`src/design/aesctr_ram.sv`:
```
// ----------------------------------------------------------------------------
// aesctr_ram
// generic single-port write, single-port read ram with registered read
// ----------------------------------------------------------------------------
module aesctr_ram #(
	parameter int WIDTH = 64,
	parameter int DEPTH = 30
) (
	input  logic                     clk,
	input  logic                     we,
	input  logic [$clog2(DEPTH)-1:0] waddr,
	input  logic [WIDTH-1:0]         wdata,
	input  logic [$clog2(DEPTH)-1:0] raddr,
	output logic [WIDTH-1:0]         rdata
);
	logic [WIDTH-1:0] mem [DEPTH];

	always_ff @(posedge clk) begin
		if (we) mem[waddr] <= wdata;
		rdata <= mem[raddr];
	end
endmodule

```
`config.mk`:
```
export PLATFORM = sky130hd
export DESIGN_NAME = aesctr_ram
export DESIGN_NICKNAME = d
export VERILOG_FILES = /design/src/design/aesctr_ram.sv
export SDC_FILE = /design/constraint.sdc
export NUM_CORES = 2
export LEC_CHECK = 0
export BUFFER_PORTS_ARGS = -buffer_cell sky130_fd_sc_hd__buf_4
export CORE_ASPECT_RATIO = 1.4
export CORE_MARGIN = 10
export CORE_UTILIZATION = 65
export DETAILED_ROUTE_END_ITERATION = 6
export PLACE_DENSITY = 0.89
export SYNTH_ARGS = -nofsm -noshare
export SYNTH_HDL_FRONTEND = slang
export SYNTH_SLANG_ARGS = --single-unit
```
`constraint.sdc`:
```
create_clock -name clk -period 9.8 [get_ports clk]
set_input_delay 1.47 -clock clk [delete_from_list [all_inputs] [get_ports clk]]
set_output_delay 1.47 -clock clk [all_outputs]
set_load 0.1 [all_outputs]
```
======== Yosys cells after proc, flatten, opt, wreduce, memory -nomap -nowiden ========
Memory sizes are Yosys's and may differ from the RTL's. A register that Yosys moved wholly into a read port is not among the register bits.
Index checks and enable logic that the tools add are counted.
cells by class
  multiplexer cells ....................... 2
operators by type and width
  cell    count
  $mux 1  2
storage, ports and cells
  register bits ........................... 0
  RAM bits ................................ 1920
  bits of input ports ..................... 76
  output and inout bits ................... 64
  logic and storage cells ................. 3
  memories kept ........................... 1
memories
  memory  depth  width  read ports  clocked after Yosys merged registers in  write ports  line  text
  mem     30     64     1           1                                        1            16    logic [WIDTH-1:0] mem [DEPTH];

======== Logic depth before layout (Yosys ltp) ========
  depth after elaboration ................. 2
  depth in mapped cells ................... 10

======== Worst setup path after synthesis ========
Ideal clock, no wire load.
  path kind ............................... input to register
  start point ............................. in waddr[0]
  end point ............................... mem mem[12][0] (enable)
  arrival ................................. 4806 ps
  required time ........................... 9314 ps
  path slack .............................. 4508 ps
  cell stages on the path ................. 3
  buffers on the path ..................... 1
  cells stage by stage .................... or3b_2 clkbuf_1 nor2_1
RTL lines
  item             line  text
  start, declared  11    input logic [$clog2(DEPTH)-1:0] waddr,
  end, declared    16
Straight into the memory's write port.

==> results list <==
- Outcome: completed
- TritonCTS clock tree: built
- Post-synthesis to final-layout area growth: 11.3%
- Static Leak: 27.4 nW
- Setup violations remaining at the end of the flow were counted as 0.
* Port Buffer Count: 139
* Timing startpoint of the critical path: raddr[1]
- Worst path cell trace: buf_6 -> nor2b_4 -> nand2b_1 -> o22ai_1 -> nor3_1
* FILL cells: 5658
- In this run the count of I/O pins placed on the die edge is 140.
* Total wire length: 198000 µm
- Number of detailed-routing iterations run before antenna repair: 6
* Maximum buffer depth of the clock tree: 3
- Die area: 129000 µm²
* Depth of the worst register-to-register path: 4
* Weighted congestion at the end of routability-driven global placement: 0.766
- Ys Warns: 0
- In the final routed layout, each cell accounts on average for 36.2 µm.
* Post-layout instance count excluding filler cells: 5459
* Clock transition at the register clock pins on the worst setup and hold paths after CTS: 0.07 ns
* Capturing element type of the critical path: flop
* Post-Syn Instances: 3649
* Pins over their slew limit: 0
* Number of enable-type register cells in the synthesized netlist: 1920
* Required arrival time at the worst endpoint: 10.48 ns
- Deepest level of the CTS H-tree: 4
* Async S/R FF share, synth: 0
* Worst-path maximum fanout: 78
- Via-to-Cell Ratio: 7.26
- The total overflow left after global routing is 0.
- For flop-to-flop paths, the worst setup slack is 7.99 ns.
- The wire-length estimate of the detail-placed layout is 94900 µm.
* CTS hold repair buffers: 0
- The cell sitting at the root of the clock tree is a clkbuf_16.
- Syn avg cell area: 20.5 µm²
- The net count of the finished layout is 3902.
* Initial drt markers: 6323
- STA classifies the critical path startpoint as a primary input.
- The synthesized netlist contains 41 unique library cells.
* Count of state elements after synthesis: 1984
- Highest metal used: met5
- Worst-skew pair later-pin latency: 0.82 ns
- Type of the most critical hold path: reg2reg
- Syn nets: 3725
- Max-cap violations: 0
* Ratio of final minimum period to clock period: 0.430
- The sequential cells in the finished layout cover a total of 58900 µm².
* FP Rows: 147
* Num Clock Sinks: 1984
- Final worst path period need: 4.21 ns
- TritonCTS created 169 clock buffers.
- The first global-routing pass estimated 284000 µm of wire.
* Upper clock frequency limit: 237 MHz
- In the routed design, unresolved DRC markers number 0.
- On the critical path, the stage with the largest delay is an instance of nor2b_4.
- Number of instances in the placed design: 5145
* Setup total negative slack: 0 ns
- Routed length on met2: 99300 µm
- Share of the yosys chip area belonging to registers: 0.787
* Clock skew: 0.0270 ns
- The critical path ends at rdata[7]$_DFF_P_.
* Via Count: 39600
- Entering global routing, the biggest net connects 140 pins.
- Global-route total usage across every layer: 0.305
- Routed metal-1 wire length: 61200 µm
- Mapped Area: 74900 µm²
* Number of global-route vias before repair: 41100
- Remaining number of nets flagged by the antenna check after routing: 0
- Slew @ Worst Pin: 1.39 ns
- Resized cells post-CTS: 0
- The endpoint identified for the worst register-to-register timing path is rdata[52]$_DFF_P_.
- From bottom edge to top edge, the die measures 422 µm.
* Standard cell core area: 115000 µm²
- Effective utilization at floorplan: 0.653
* Final-report hold violation count: 0
* Relative slew slack: 0.0699
* Most common flop cell mapped by yosys: edfxtp_1
- In this run the horizontal extent of the chip is 307 µm.
- Initial antenna violation count: 6
* Largest stage delay, worst path: 1.07 ns
- Power density over the cells: 212 nW/µm²
- Buffers added to address setup during post-CTS repair amount to 0.
- Worst hold margin: 0.654 ns
- Fraction of final layout cells sized beyond drive strength 1: 0.212
- Setup repair after global routing left no endpoint under its margin.
* Length of routed met3 wiring: 23600 µm
- Startpoint-to-endpoint class of the critical path: in2reg
* Area of the multi-input gates: 15100 µm²
- Data arrives at the worst endpoint at 4.89 ns.
- In this run the critical register-to-register path is launched from mem[21][52]$_DFFE_PP_.
- VDD sags by at most 0.187 mV.
[worst min-delay path by stage]
stage,start,to,slack (ns),cells past startpoint
after floorplan,mem[28][15]$_DFFE_PP_,rdata[15]$_DFF_P_,0.56,4
after global placement,mem[2][23]$_DFFE_PP_,rdata[23]$_DFF_P_,0.58,3
after detailed placement,mem[2][41]$_DFFE_PP_,rdata[41]$_DFF_P_,0.61,3
after global routing,mem[21][61]$_DFFE_PP_,rdata[61]$_DFF_P_,0.68,4
final,mem[2][41]$_DFFE_PP_,rdata[41]$_DFF_P_,0.65,3
after CTS,mem[2][41]$_DFFE_PP_,rdata[41]$_DFF_P_,0.66,3
[registers in the layout (all words and copies together) (netlist names)]
signal / flops
mem: 1920
rdata: 64
[layout make-up]
cell class,count,share of cell area
sequential,1984,0.708
antenna,1,0.0000300
timing repair buffer,209,0.0194
clock buffer,216,0.0562
clock inverter,97,0.0133
multi-input combinational,1462,0.181
tap,1490,0.0224
[cell usage after synthesis, types with 8 or more instances]
| library cell | number | area, µm² |
|---|---|---|
| edfxtp_1 | 1920 | 57700 |
| mux2i_1 | 396 | 3960 |
| mux4_2 | 239 | 5380 |
| a22oi_1 | 148 | 1110 |
| nand2_1 | 120 | 450 |
| nor2_1 | 87 | 327 |
| mux2_2 | 84 | 946 |
| clkbuf_1 | 71 | 267 |
| dfxtp_1 | 64 | 1280 |
| buf_2 | 62 | 310 |
| o22ai_1 | 52 | 325 |
| o21ai_0 | 47 | 235 |
| nor4_1 | 42 | 263 |
| buf_4 | 40 | 300 |
| a21oi_1 | 36 | 180 |
| nand3_1 | 35 | 175 |
| a22o_1 | 25 | 219 |
| a311o_1 | 25 | 250 |
| nor2b_1 | 24 | 150 |
| a211oi_1 | 19 | 143 |
| o32ai_1 | 19 | 166 |
| buf_6 | 13 | 146 |
| nand4_1 | 11 | 68.8 |
| a21o_1 | 9 | 67.6 |
| nor3_1 | 9 | 45.0 |
| buf_1 | 8 | 30.0 |
| nand3b_1 | 8 | 60.1 |
[stage by stage]
step | cell area, µm² | worst slack [ns] | power [mW] | util
global placement | 77500 | 4.83 | 10.7 | 0.676
CTS | 83300 | 5.57 | 17.6 | 0.727
detailed placement | 77500 | 4.72 | 10.7 | 0.676
finish | 83300 | 5.59 | 17.7 | 0.727
floorplan | 74900 | 4.51 | 10.4 | -
global route | 83300 | 5.43 | 18.0 | 0.727
[worst max-delay path: cells and delay by family]
kind | cells | cell delay, ns
and+or+nand+nor | 3 | 2.04
buffers and inverters | 1 | 0.67
AOI/OAI and AO/OA | 1 | 0.59
[cells in the final DEF, fill, tap and decap left out, drive strengths merged, types with 23 or more instances in the layout]
cell type / synthesis / layout
nor2b: 24 / 24
bufinv: 0 / 23
dfxtp: 64 / 64
nand2: 120 / 120
nor4: 44 / 44
a21oi: 36 / 36
o21ai: 47 / 47
buf: 129 / 209
mux2: 84 / 84
edfxtp: 1920 / 1920
mux2i: 396 / 396
nor2: 87 / 87
a311o: 25 / 25
nand3: 35 / 35
clkinv: 0 / 60
a22o: 25 / 25
o22ai: 52 / 52
mux4: 239 / 239
a22oi: 148 / 148
clkbuf: 74 / 216
[metal layers]
metal,GRT usage,vias to the layer above
li1,-,15300
met1,0.365,19700
met2,0.503,3700
met3,0.0679,869
met4,0.187,10
met5,0,-
[power breakdown]
group | switching (mW) | leakage [nW] | internal (mW)
registers | 0.0594 | 17.8 | 9.43
logic | 0.788 | 6.75 | 0.314
clock network | 3.08 | 2.83 | 4.00
[cells by family after synthesis]
group	share of synthesized area
flops	0.787
buf+inv	0.0155
simple gates	0.0236
mux	0.137
compound gates	0.0360
No activity file was read; power rests on OpenSTA's default activity.
